[src/sv/vox_pkg.sv]
package vox_pkg;

    // Parser phases
    typedef enum logic [3:0] {
        PH_HEAD      = 4'd0,
        PH_FIRST     = 4'd1,
        PH_PACK      = 4'd2,
        PH_SIZE_TAG  = 4'd3,
        PH_SIZE_BODY = 4'd4,
        PH_XYZI      = 4'd5,
        PH_VOXEL     = 4'd6,
        PH_IDLE      = 4'd7
    } phase_t;

    // Result kinds
    typedef enum logic [2:0] {
        KIND_VOXEL      = 3'd0,
        KIND_DONE       = 3'd1,
        KIND_BAD_HEADER = 3'd2,
        KIND_NO_SIZE    = 3'd3,
        KIND_NO_XYZI    = 3'd4,
        KIND_TRUNCATED  = 3'd5
    } kind_t;

    // Configuration register indexes
    localparam logic [1:0] CFG_OFFSET_X = 2'd0;
    localparam logic [1:0] CFG_OFFSET_Y = 2'd1;
    localparam logic [1:0] CFG_OFFSET_Z = 2'd2;

    // Little-endian tags as seen in the shift window
    localparam logic [31:0] TAG_VOX     = 32'h2058_4F56;
    localparam logic [31:0] TAG_PACK    = 32'h4B43_4150;
    localparam logic [31:0] TAG_SIZE    = 32'h455A_4953;
    localparam logic [31:0] TAG_XYZI    = 32'h495A_5958;
    localparam logic [31:0] VOX_VERSION = 32'd150;

    // Byte positions that close a field, and the position where a chunk body starts
    localparam logic [4:0] POS_TAG_END     = 5'd3;
    localparam logic [4:0] POS_VERSION_END = 5'd7;
    localparam logic [4:0] POS_HEADER_END  = 5'd19;
    localparam logic [4:0] POS_CHUNK_END   = 5'd15;
    localparam logic [4:0] POS_SIZE_END    = 5'd23;
    localparam logic [4:0] POS_BODY_START  = 5'd4;

    typedef struct packed {
        logic signed [15:0] offset_x;
        logic signed [15:0] offset_y;
        logic signed [15:0] offset_z;
    } offsets_t;

    typedef struct packed {
        kind_t              kind;
        logic [30:0]        frame_number;
        logic signed [15:0] pos_x;
        logic signed [15:0] pos_y;
        logic signed [15:0] pos_z;
        logic [7:0]         color_index;
        logic               parse_end;
    } result_t;

endpackage

[src/sv/vox_voxel_stream_parser_core.sv]
// Vox file stream parser.
// Input stream (s_*): one file byte per request in s_tdata, s_tlast on the
// final byte of the file. After s_tlast the parser rearms for a new file;
// the offset registers keep their values.
// Output stream (m_*): voxel, done and error results. m_tuser holds the
// kind, m_tlast marks the voxel that completes the final frame.
// Config port: cfg_we writes cfg_data into the offset selected by cfg_index
// (0 x, 1 y, 2 z); other indexes are dropped. Write only while idle.
// Throughput: one byte per cycle while s_tready is high; the byte is decoded
// in the cycle it is accepted and its result is registered in the output
// register, or in the skid register while the output is held.
// Stall: a two-entry output buffer (result register plus skid register)
// lets the parser take a byte while the receiver holds off; s_tready drops
// only once the skid register holds a result.
// Reset: all parse state returns to the header phase, offsets clear to
// zero and both output entries empty.
module vox_voxel_stream_parser_core
    import vox_pkg::*;
(
    input  logic        clk,
    input  logic        rst_n,
    // input bytes
    input  logic        s_tvalid,
    output logic        s_tready,
    input  logic [7:0]  s_tdata,    // data_byte
    input  logic        s_tlast,    // last_byte
    // results
    output logic        m_tvalid,
    input  logic        m_tready,
    output logic [87:0] m_tdata,    // frame_number, pos_x, pos_y, pos_z, color_index, zero pad
    output logic [2:0]  m_tuser,    // kind
    output logic        m_tlast,    // parse_end
    // configuration writes
    input  logic        cfg_we,
    input  logic [1:0]  cfg_index,
    input  logic [15:0] cfg_data
);

    offsets_t offsets_reg;
    result_t  res;
    logic     res_valid;
    logic     accept;
    logic     out_free;

    result_t  out_reg;
    logic     out_valid_reg;
    result_t  skid_reg;
    logic     skid_valid_reg;

    // Offset registers
    always_ff @(posedge clk or negedge rst_n)
    begin
        if (!rst_n)
        begin
            offsets_reg <= '0;
        end
        else if (cfg_we)
        begin
            case (cfg_index)
                CFG_OFFSET_X: offsets_reg.offset_x <= cfg_data;
                CFG_OFFSET_Y: offsets_reg.offset_y <= cfg_data;
                CFG_OFFSET_Z: offsets_reg.offset_z <= cfg_data;
                default:
                begin
                    // unknown index: drop the write
                end
            endcase
        end
    end

    assign s_tready = !skid_valid_reg;
    assign accept   = s_tvalid && s_tready;

    vox_byte_parser u_parser (
        .clk       (clk),
        .rst_n     (rst_n),
        .accept    (accept),
        .data_byte (s_tdata),
        .last_byte (s_tlast),
        .offsets   (offsets_reg),
        .res_valid (res_valid),
        .res       (res)
    );

    // Output register with skid: advance when the head is free, otherwise
    // hold the new result in the skid register.
    assign out_free = !out_valid_reg || m_tready;

    always_ff @(posedge clk or negedge rst_n)
    begin
        if (!rst_n)
        begin
            out_valid_reg  <= 1'b0;
            skid_valid_reg <= 1'b0;
        end
        else if (out_free)
        begin
            if (skid_valid_reg)
            begin
                out_valid_reg  <= 1'b1;
                skid_valid_reg <= 1'b0;
            end
            else
            begin
                out_valid_reg <= res_valid;
            end
        end
        else if (res_valid)
        begin
            skid_valid_reg <= 1'b1;
        end
    end

    always_ff @(posedge clk)
    begin
        if (out_free)
        begin
            out_reg <= skid_valid_reg ? skid_reg : res;
        end
        else if (res_valid)
        begin
            skid_reg <= res;
        end
    end

    assign m_tvalid = out_valid_reg;
    assign m_tuser  = out_reg.kind;
    assign m_tlast  = out_reg.parse_end;
    assign m_tdata  = {1'b0, out_reg.color_index, out_reg.pos_z, out_reg.pos_y,
                       out_reg.pos_x, out_reg.frame_number};

`ifndef SYNTH
    a_skid_order: assert property (@(posedge clk) disable iff (!rst_n)
        skid_valid_reg |-> out_valid_reg)
        else $error("skid entry held while output register empty");

    a_skid_fill: assert property (@(posedge clk) disable iff (!rst_n)
        !skid_valid_reg && $past(skid_valid_reg) |-> $past(out_free))
        else $error("skid entry drained without output advance");
`endif

endmodule

[src/sv/vox_byte_parser.sv]
module vox_byte_parser
    import vox_pkg::*;
(
    input  logic     clk,
    input  logic     rst_n,
    input  logic     accept,
    input  logic [7:0] data_byte,
    input  logic     last_byte,
    input  offsets_t offsets,
    output logic     res_valid,
    output result_t  res
);

    phase_t      phase_reg, phase_next;
    logic [4:0]  pos_reg, pos_next;
    logic [31:0] window_reg, window_next;
    logic [31:0] frames_total_reg, frames_total_next;
    logic [30:0] frame_cnt_reg, frame_cnt_next;
    logic [31:0] voxels_left_reg, voxels_left_next;
    logic [23:0] record_reg, record_next;
    logic [30:0] frame_cnt_inc;
    logic        frame_end;

    always_ff @(posedge clk or negedge rst_n)
    begin
        if (!rst_n)
        begin
            phase_reg        <= PH_HEAD;
            pos_reg          <= '0;
            window_reg       <= '0;
            frames_total_reg <= 32'd1;
            frame_cnt_reg    <= '0;
            voxels_left_reg  <= '0;
            record_reg       <= '0;
        end
        else if (accept)
        begin
            phase_reg        <= phase_next;
            pos_reg          <= pos_next;
            window_reg       <= window_next;
            frames_total_reg <= frames_total_next;
            frame_cnt_reg    <= frame_cnt_next;
            voxels_left_reg  <= voxels_left_next;
            record_reg       <= record_next;
        end
    end

    assign frame_cnt_inc = frame_cnt_reg + 31'd1;

    always_comb
    begin
        window_next       = {data_byte, window_reg[31:8]};
        phase_next        = phase_reg;
        pos_next          = pos_reg;
        frames_total_next = frames_total_reg;
        frame_cnt_next    = frame_cnt_reg;
        voxels_left_next  = voxels_left_reg;
        record_next       = record_reg;
        frame_end         = 1'b0;
        res_valid         = 1'b0;
        res               = '0;

        case (phase_reg)
            PH_HEAD:
            begin
                if ((pos_reg == POS_TAG_END && window_next != TAG_VOX) ||
                    (pos_reg == POS_VERSION_END && window_next != VOX_VERSION))
                begin
                    res_valid  = 1'b1;
                    res.kind   = KIND_BAD_HEADER;
                    phase_next = PH_IDLE;
                end
                else if (pos_reg == POS_HEADER_END)
                begin
                    phase_next = PH_FIRST;
                    pos_next   = '0;
                end
                else
                begin
                    pos_next = pos_reg + 5'd1;
                end
            end
            PH_FIRST, PH_SIZE_TAG:
            begin
                if (pos_reg == POS_TAG_END)
                begin
                    if (phase_reg == PH_FIRST && window_next == TAG_PACK)
                    begin
                        phase_next = PH_PACK;
                        pos_next   = POS_BODY_START;
                    end
                    else if (window_next == TAG_SIZE)
                    begin
                        phase_next = PH_SIZE_BODY;
                        pos_next   = POS_BODY_START;
                    end
                    else
                    begin
                        res_valid        = 1'b1;
                        res.kind         = KIND_NO_SIZE;
                        res.frame_number = frame_cnt_reg;
                        phase_next       = PH_IDLE;
                    end
                end
                else
                begin
                    pos_next = pos_reg + 5'd1;
                end
            end
            PH_PACK:
            begin
                if (pos_reg == POS_CHUNK_END)
                begin
                    frames_total_next = window_next;
                    frame_cnt_next    = '0;
                    pos_next          = '0;
                    // zero or negative frame count: nothing to parse
                    if (window_next == '0 || window_next[31])
                    begin
                        res_valid  = 1'b1;
                        res.kind   = KIND_DONE;
                        phase_next = PH_IDLE;
                    end
                    else
                    begin
                        phase_next = PH_SIZE_TAG;
                    end
                end
                else
                begin
                    pos_next = pos_reg + 5'd1;
                end
            end
            PH_SIZE_BODY:
            begin
                if (pos_reg == POS_SIZE_END)
                begin
                    phase_next = PH_XYZI;
                    pos_next   = '0;
                end
                else
                begin
                    pos_next = pos_reg + 5'd1;
                end
            end
            PH_XYZI:
            begin
                if (pos_reg == POS_TAG_END && window_next != TAG_XYZI)
                begin
                    res_valid        = 1'b1;
                    res.kind         = KIND_NO_XYZI;
                    res.frame_number = frame_cnt_reg;
                    phase_next       = PH_IDLE;
                end
                else if (pos_reg == POS_CHUNK_END)
                begin
                    voxels_left_next = window_next;
                    pos_next         = '0;
                    record_next      = '0;
                    if (window_next == '0)
                    begin
                        frame_end = 1'b1;
                    end
                    else
                    begin
                        phase_next = PH_VOXEL;
                    end
                end
                else
                begin
                    pos_next = pos_reg + 5'd1;
                end
            end
            PH_VOXEL:
            begin
                case (pos_reg[1:0])
                    2'd0:
                    begin
                        record_next[7:0] = data_byte;
                        pos_next         = pos_reg + 5'd1;
                    end
                    2'd1:
                    begin
                        record_next[15:8] = data_byte;
                        pos_next          = pos_reg + 5'd1;
                    end
                    2'd2:
                    begin
                        record_next[23:16] = data_byte;
                        pos_next           = pos_reg + 5'd1;
                    end
                    default:
                    begin
                        // record is z, x, y, color
                        res_valid        = 1'b1;
                        res.kind         = KIND_VOXEL;
                        res.frame_number = frame_cnt_reg;
                        res.pos_x        = {8'd0, record_reg[15:8]} + offsets.offset_x;
                        res.pos_y        = {8'd0, record_reg[23:16]} + offsets.offset_y;
                        res.pos_z        = {8'd0, record_reg[7:0]} + offsets.offset_z;
                        res.color_index  = data_byte;
                        pos_next         = '0;
                        record_next      = '0;
                        voxels_left_next = voxels_left_reg - 32'd1;
                        if (voxels_left_reg == 32'd1)
                        begin
                            frame_end = 1'b1;
                        end
                    end
                endcase
            end
            default:
            begin
                // idle: drop bytes until the end of file
            end
        endcase

        if (frame_end)
        begin
            frame_cnt_next = frame_cnt_inc;
            if ({1'b0, frame_cnt_inc} == frames_total_reg)
            begin
                phase_next = PH_IDLE;
                if (res_valid)
                begin
                    res.parse_end = 1'b1;
                end
                else
                begin
                    res_valid        = 1'b1;
                    res.kind         = KIND_DONE;
                    res.frame_number = frame_cnt_reg;
                end
            end
            else
            begin
                phase_next = PH_SIZE_TAG;
                pos_next   = '0;
            end
        end

        if (last_byte)
        begin
            if (phase_next != PH_IDLE)
            begin
                res_valid        = 1'b1;
                res              = '0;
                res.kind         = KIND_TRUNCATED;
                res.frame_number = frame_cnt_next;
            end
            // rearm for the next file
            phase_next        = PH_HEAD;
            pos_next          = '0;
            window_next       = '0;
            frames_total_next = 32'd1;
            frame_cnt_next    = '0;
            voxels_left_next  = '0;
            record_next       = '0;
        end

        if (!accept)
        begin
            res_valid = 1'b0;
        end
    end

`ifndef SYNTH
    a_rearm: assert property (@(posedge clk) disable iff (!rst_n)
        accept && last_byte |=> phase_reg == PH_HEAD && pos_reg == '0)
        else $error("parser did not rearm after end of file");

    a_idle_quiet: assert property (@(posedge clk) disable iff (!rst_n)
        accept && phase_reg == PH_IDLE && !last_byte |-> !res_valid)
        else $error("result while idle");

    a_voxel_src: assert property (@(posedge clk) disable iff (!rst_n)
        res_valid && res.kind == KIND_VOXEL |-> phase_reg == PH_VOXEL && pos_reg == 5'd3)
        else $error("voxel result outside record end");

    a_pos_range: assert property (@(posedge clk) disable iff (!rst_n)
        pos_reg <= POS_SIZE_END)
        else $error("byte position out of range");
`endif

endmodule
[config.mk]
export PLATFORM = sky130hd
export DESIGN_NAME = vox_voxel_stream_parser_core
export DESIGN_NICKNAME = d
export VERILOG_FILES = /design/src/sv/vox_pkg.sv /design/src/sv/vox_voxel_stream_parser_core.sv /design/src/sv/vox_byte_parser.sv
export SDC_FILE = /design/constraint.sdc
export NUM_CORES = 1
export LEC_CHECK = 0
export BUFFER_PORTS_ARGS = -buffer_cell sky130_fd_sc_hd__buf_4
export CORE_UTILIZATION = 50
export DETAILED_ROUTE_END_ITERATION = 16
export PLACE_DENSITY = 0.68
export SLEW_MARGIN = 15
export SYNTH_ARGS = -nofsm -noshare
export SYNTH_HDL_FRONTEND = slang
export SYNTH_SLANG_ARGS = --single-unit
[constraint.sdc]
create_clock -name clk -period 25.9 [get_ports clk]
set_input_delay 2.59 -clock clk [delete_from_list [all_inputs] [get_ports clk]]
set_output_delay 2.59 -clock clk [all_outputs]
set_load 0.01 [all_outputs]
* Word-level counts from Yosys, hierarchy flattened
Index checks and enable logic that the tools add are counted.
** Operators by class
- Add/sub/neg operators :: 6
- Equal/unequal tests :: 29
- Multiplexer cells :: 90
- Bitwise operators :: 1
- Reduce and logical (&&, ||, !) cells :: 32
** Operators by type and width (count)
- $mux 91 :: 3
- $mux 32 :: 7
- $mux 34 :: 6
- $mux 31 :: 4
- $pmux 31 s3 :: 1
- $mux 87 :: 1
- $mux 24 :: 3
- $eq 32x31->1 const B :: 2
- $pmux 32 s2 :: 1
- $mux 5 :: 12
- $mux 56 :: 1
- $add 8x16->16 :: 3
- $pmux 24 s2 :: 1
- $pmux 8 s2 :: 3
- $mux 4 :: 11
- $mux 33 :: 1
- $eq 31x32->1 :: 1
- $eq 32x1->1 const B :: 1
- $logic_not 32->1 :: 1
- $ne 32x30->1 const B :: 1
- $ne 32x31->1 const B :: 1
- $ne 32x8->1 const B :: 1
- $sub 32x1->32 const B :: 1
- $add 31x1->31 const B :: 1
- 34 further kinds :: 90
** Word-level totals
- Register bits :: 392
- Output and inout port bits :: 94
- Logic and storage cells :: 186

* Depth between registers and ports, before layout
- Depth in word-level cells :: 12
- Depth in mapped cells :: 15
- Depth with buffers taken out :: 14

* Hierarchy
From an unflattened synthesis, not the netlist that was laid out.
** Unflattened totals
- Cells, all modules :: 1930
- Area total of the unflattened synthesis :: 20527.2 um^2
** By module, submodules not included
- vox_byte_parser :: times used 1, cells each 1533, area an instance 12075.3 um^2, sequential area each 3804.9 um^2
- vox_voxel_stream_parser_core :: times used 1, cells each 397, area an instance 8451.9 um^2, sequential area each 6716.4 um^2

* Least setup slack after synthesis
OpenSTA, ideal clock, no wires.
- Kind :: input to register
- Start :: input s_tdata[4]
- End :: register skid_reg[0] (netlist name), enable pin
- Setup time :: 0.652 ns
- Data arrival time :: 11.239 ns
- Required time :: 25.248 ns
- Path slack :: 14.009 ns
- Stages on the path :: 12
- Path buffers :: 3
- Cells stage by stage :: buf_2 or4_1 or3_1 nor3_1 o21ai_1 and2_1 clkbuf_2 or4_4 nand3_4 buf_6 a211oi_1 nor3_1
** Between the ends
- Longest elaborated chain between the ends :: 11
** RTL lines
- start, declared :: line vox_voxel_stream_parser_core.sv:25 : input logic [7:0] s_tdata,
- $eq 32x31->1, or another cell as far along :: line vox_byte_parser.sv:92 : else if (window_next == TAG_SIZE)
- $mux 2, or another cell as far along :: line vox_byte_parser.sv:92
- $mux 4, or another cell as far along :: line vox_byte_parser.sv:87 : if (phase_reg == PH_FIRST && window_next == TAG_PACK)
- $mux 4, or another cell as far along :: line vox_byte_parser.sv:85 : if (pos_reg == POS_TAG_END)
- $pmux 4 s5, or another cell as far along :: line vox_byte_parser.sv:63 : case (phase_reg)
- $mux 4 or $mux 1 (tied branches) :: line vox_byte_parser.sv:218, vox_byte_parser.sv:221
- $ne 4x3->1 or $mux 1 (tied branches) :: line vox_byte_parser.sv:244, vox_byte_parser.sv:218
- $mux 1 :: line vox_byte_parser.sv:244 : if (phase_next != PH_IDLE)
- $mux 1 (*) :: line vox_byte_parser.sv:242 : if (last_byte)
- $mux 1 (*) :: line vox_byte_parser.sv:261 : if (!accept)
- $reduce_and 2->1 (no source line) (*)
- end signal, assigned :: line vox_voxel_stream_parser_core.sv:122 : skid_reg <= res;
- end, declared :: line vox_voxel_stream_parser_core.sv:47 : result_t skid_reg;
Every way passes the cells marked *; elsewhere a longest branch is shown, timed or not.
A chain may end at the register's enable or synchronous reset.

* Worst setup path after layout
- Start :: input s_tdata[1]
- End :: register skid_reg[64] (netlist name), enable pin
The elaborated chain is that of the path after synthesis.

==> qor_table.md <==
| Metric | This run |
| --- | --- |
| Setup TNS after final layout | 0 ns |
| Starting utilization of the core area | 0.506 |
| Final weighted congestion in routability-driven placement | 0.955 |
| All-layer global routing usage | 0.292 |
| Number of flip-flops in the largest register | 91 |
| Largest net degree at the start of global routing | 80 |
| Global-route wire length before repair | 93.9 mm |
| Total DRC errors in the routed layout | 0 |
| Top cells by instance count after synthesis | sky130_fd_sc_hd__nand2_1, sky130_fd_sc_hd__dfrtp_1, sky130_fd_sc_hd__edfxtp_1, sky130_fd_sc_hd__o21ai_0, sky130_fd_sc_hd__nor2_1 |
| Number of buffers added to fix hold violations after cts | 0 |
| Number of DRC markers after the initial detailed-route iteration | 1369 |
| Beginning of the worst hold path | u_parser.voxels_left_reg[30] |
| Number of enable flip-flop cells after synthesis | 182 |
| Top delay family on crit path | simple AND/OR/NAND/NOR gates |
| Worst-Skew Late Latency | 0.58 ns |
| Area share of the largest cell type after synthesis | 0.264 |
| Post-detailed-routing wire length | 60.6 mm |
| Worst-path maximum fanout | 63 |
| Fraction of registers with async set/reset | 0.526 |
| CTS Sinks | 384 |
| Worst r2r dst | skid_reg[64] |
| Share of the clock period used by the worst path after layout | 0.255 |
| Category of the worst setup path launch point | primary input |
| Port Buf Inserts | 124 |
| Remaining global-route overflow | 0 |
| Residual antenna-violating net count after detailed routing | 0 |
| Unrepaired setup endpoints after global routing | no |
| Total number of H-tree levels | 2 |
| Post-Syn Nets | 2132 |
| Routed via count divided by cell count | 6.17 |
| Leakage power figure | 9.59 nW |
| Post-CTS setup-driven buffer insertion count | 0 |
| Data arrival at the endpoint of the critical path | 6.78 ns |
| Number of setup violations in the final report | 0 |
| IR drop worst, VDD | 59.0 uV |
| Inserted Diodes | 0 |
| Die Y-Extent | 205 um |
| Hpwl dp | 42.8 mm |
| Buffer type at the clock tree root | sky130_fd_sc_hd__clkbuf_16 |
| Deepest clock path buffer count | 3 |
| Area growth from synthesis to final layout | 12.4% |
| Delay of the slowest cell on the worst path | 0.71 ns |
| Count leader, synth | sky130_fd_sc_hd__nand2_1 |
| Net count, final | 2184 |
| Number of clock buffers inserted by TritonCTS | 42 |
| Count of TritonRoute iterations in the first routing pass | 7 |
| Full die area | 42200 um2 |
| Die width | 205 um |
| Internal reg-to-reg setup slack | 20.00 ns |
| Critical-path cell with the highest stage delay | sky130_fd_sc_hd__buf_4 |
| Startpoint of the most critical register-to-register path | u_parser.frame_cnt_reg[0] |
| Cell type with the largest total area after synthesis | sky130_fd_sc_hd__edfxtp_1 |
| Largest cells by area after synthesis | sky130_fd_sc_hd__edfxtp_1, sky130_fd_sc_hd__dfrtp_1, sky130_fd_sc_hd__mux2_2, sky130_fd_sc_hd__nand2_1, sky130_fd_sc_hd__o21ai_0 |
| Mapped cell area | 20700 um2 |
| Worst path most repeated cell | sky130_fd_sc_hd__buf_4 |
| Number of endpoints with negative hold slack in the final report | 0 |
| Share of cells above drive strength 1 | 0.163 |
| Worst hold path stage count | 1 |
| Kind of critical path | in2reg |
| Worst Setup End Kind | flop |
| Resized cells post-CTS | 0 |
| Vias | 16500 |
| Hold EP | u_parser.voxels_left_reg[30] |
| Outcome | finished clean |
| Warnings, synthesis | 0 |
| Top flip-flop cell by instance count after synthesis | sky130_fd_sc_hd__dfrtp_1 |
| Portion of the post-synthesis area used by sequential elements | 0.509 |
| Sequence of cells on the critical path | buf_4, or3_1, or3_1, nor4_1, nand2b_1, nor2_1, or4_4, nand3_4, a211oi_1, nor3_2, buf_4, buf_4 |
| Average wire per standard cell | 22.6 um |
| Synth cell types | 87 |
| I/O pin cnt | 126 |
| Antenna violations before repair | 0 |
| Final worst-path setup slack | 19.31 ns |
| Maximum clock skew at final layout | 0.0274 ns |
| Number of maximum-capacitance violations | 0 |
| Slew margin rel. | 0.187 |
| Worst slack at placement | 18.76 ns |
| Vias in the first global route | 15600 |
| Worst-path clk slew | 0.06 ns |
| Final period demand of the worst path | 6.59 ns |
| Max frequency | 152 MHz |
| Worst hold path class | reg2reg |
| Number of pins with negative max-slew slack in the final report | 0 |
| Mapped Avg Cell Area | 10.0 um2 |
| CTS tree | yes |
| Data required time of the critical path | 26.09 ns |
| Transition time of the tightest slew-check pin | 1.21 ns |
| Filler cell count in the final layout | 3549 |
| Total power density per cell area | 76.2 nW/um2 |
| Count of mapped cells out of synthesis | 2063 |
| Core outline area | 40800 um2 |
| Number of cell rows | 74 |
| Flops & latches, synth | 384 |
| CP Buf/Inv Count | 3 |
| Worst reg2reg path depth | 12 |
-- report_power, final --
group          total, mW  internal [mW]  switching (mW)
registers          0.812          0.728          0.0841
clock network      0.578          0.328           0.250
logic              0.378          0.155           0.223
total               1.77           1.21           0.558
-- worst max path at each step --
| stage | start | to | slack (ns) | depth (start not counted) |
|---|---|---|---|---|
| after floorplan | s_tdata[4] | skid_reg[0] | 14.01 | 12 |
| after global placement | s_tdata[1] | skid_reg[67] | 18.84 | 12 |
| after detailed placement | s_tdata[1] | skid_reg[67] | 18.76 | 12 |
| after CTS | s_tdata[1] | skid_reg[75] | 19.35 | 12 |
| after global routing | s_tdata[1] | skid_reg[64] | 19.05 | 12 |
| final | s_tdata[1] | skid_reg[64] | 19.31 | 12 |
-- cell families after synthesis --
logic type	share of synthesized area
AND/OR/NAND/NOR	0.191
adder cells (fa/ha/maj)	0.0235
other	0.000181
XOR/XNOR	0.0325
multiplexers	0.0533
buffers and inverters	0.0364
AO/OA/AOI/OAI	0.154
flip-flops	0.509
-- layer usage --
layer	part of all wire	track usage	vias to the layer above
met2	0.43	0.425	629
met5	0	0	-
met3	0.071	0.0488	83
met1	0.48	0.448	8149
li1	-	-	7662
met4	0.019	0.0735	0
-- final cells by class --
type,instances,area [um2],area share
Timing Repair Buffer,147,1110,0.0478
Tap cell,532,666,0.0287
Sequential cell,384,10500,0.453
Inverter,39,146,0.00630
Clock inverter,18,134,0.00577
Clock buffer,59,1200,0.0519
Multi-Input combinational cell,1501,9440,0.406
-- cell usage in the layout (no fill, tap or decap), types with 40 or more instances in the layout --
cell	count
sky130_fd_sc_hd__o31ai_1	40
sky130_fd_sc_hd__a21oi_1	96
sky130_fd_sc_hd__edfxtp_1	182
sky130_fd_sc_hd__a22o_1	47
sky130_fd_sc_hd__xnor2_1	48
sky130_fd_sc_hd__mux2_2	97
sky130_fd_sc_hd__nand2_1	259
sky130_fd_sc_hd__buf_4	146
sky130_fd_sc_hd__clkbuf_16	42
sky130_fd_sc_hd__nor3_1	58
sky130_fd_sc_hd__nor2_1	161
sky130_fd_sc_hd__dfrtp_1	200
sky130_fd_sc_hd__o21ai_0	171
sky130_fd_sc_hd__nand3_1	56
-- metrics by stage --
step / std cells / instance area, um2 / utilization / hold WS (ns) / power, mW
2_1_floorplan: 2063 / 20700 / - / 0.448 / 1.04
3_3_place_gp: 2603 / 21900 / 0.536 / 0.465 / 1.19
3_5_place_dp: 2603 / 21900 / 0.536 / 0.477 / 1.20
4_1_cts: 2680 / 23200 / 0.569 / 0.492 / 1.78
5_1_grt: 2680 / 23200 / 0.569 / 0.502 / 1.85
6_report: 2680 / 23200 / 0.569 / 0.489 / 1.77
-- worst register-to-register path, stage by stage (launching register included) --
cell and delay, ns:
sky130_fd_sc_hd__dfrtp_1 0.61, sky130_fd_sc_hd__ha_1 0.46, sky130_fd_sc_hd__nand3_1 0.49, sky130_fd_sc_hd__nor4_1 0.81
sky130_fd_sc_hd__xor2_1 0.18, sky130_fd_sc_hd__a2111o_1 0.46, sky130_fd_sc_hd__a211o_1 0.38, sky130_fd_sc_hd__o41ai_4 0.41
sky130_fd_sc_hd__nand3_4 0.39, sky130_fd_sc_hd__a211oi_1 0.44, sky130_fd_sc_hd__nor3_2 0.08, sky130_fd_sc_hd__buf_4 0.29
sky130_fd_sc_hd__buf_4 0.42
Power figures use the tool's default switching activity.
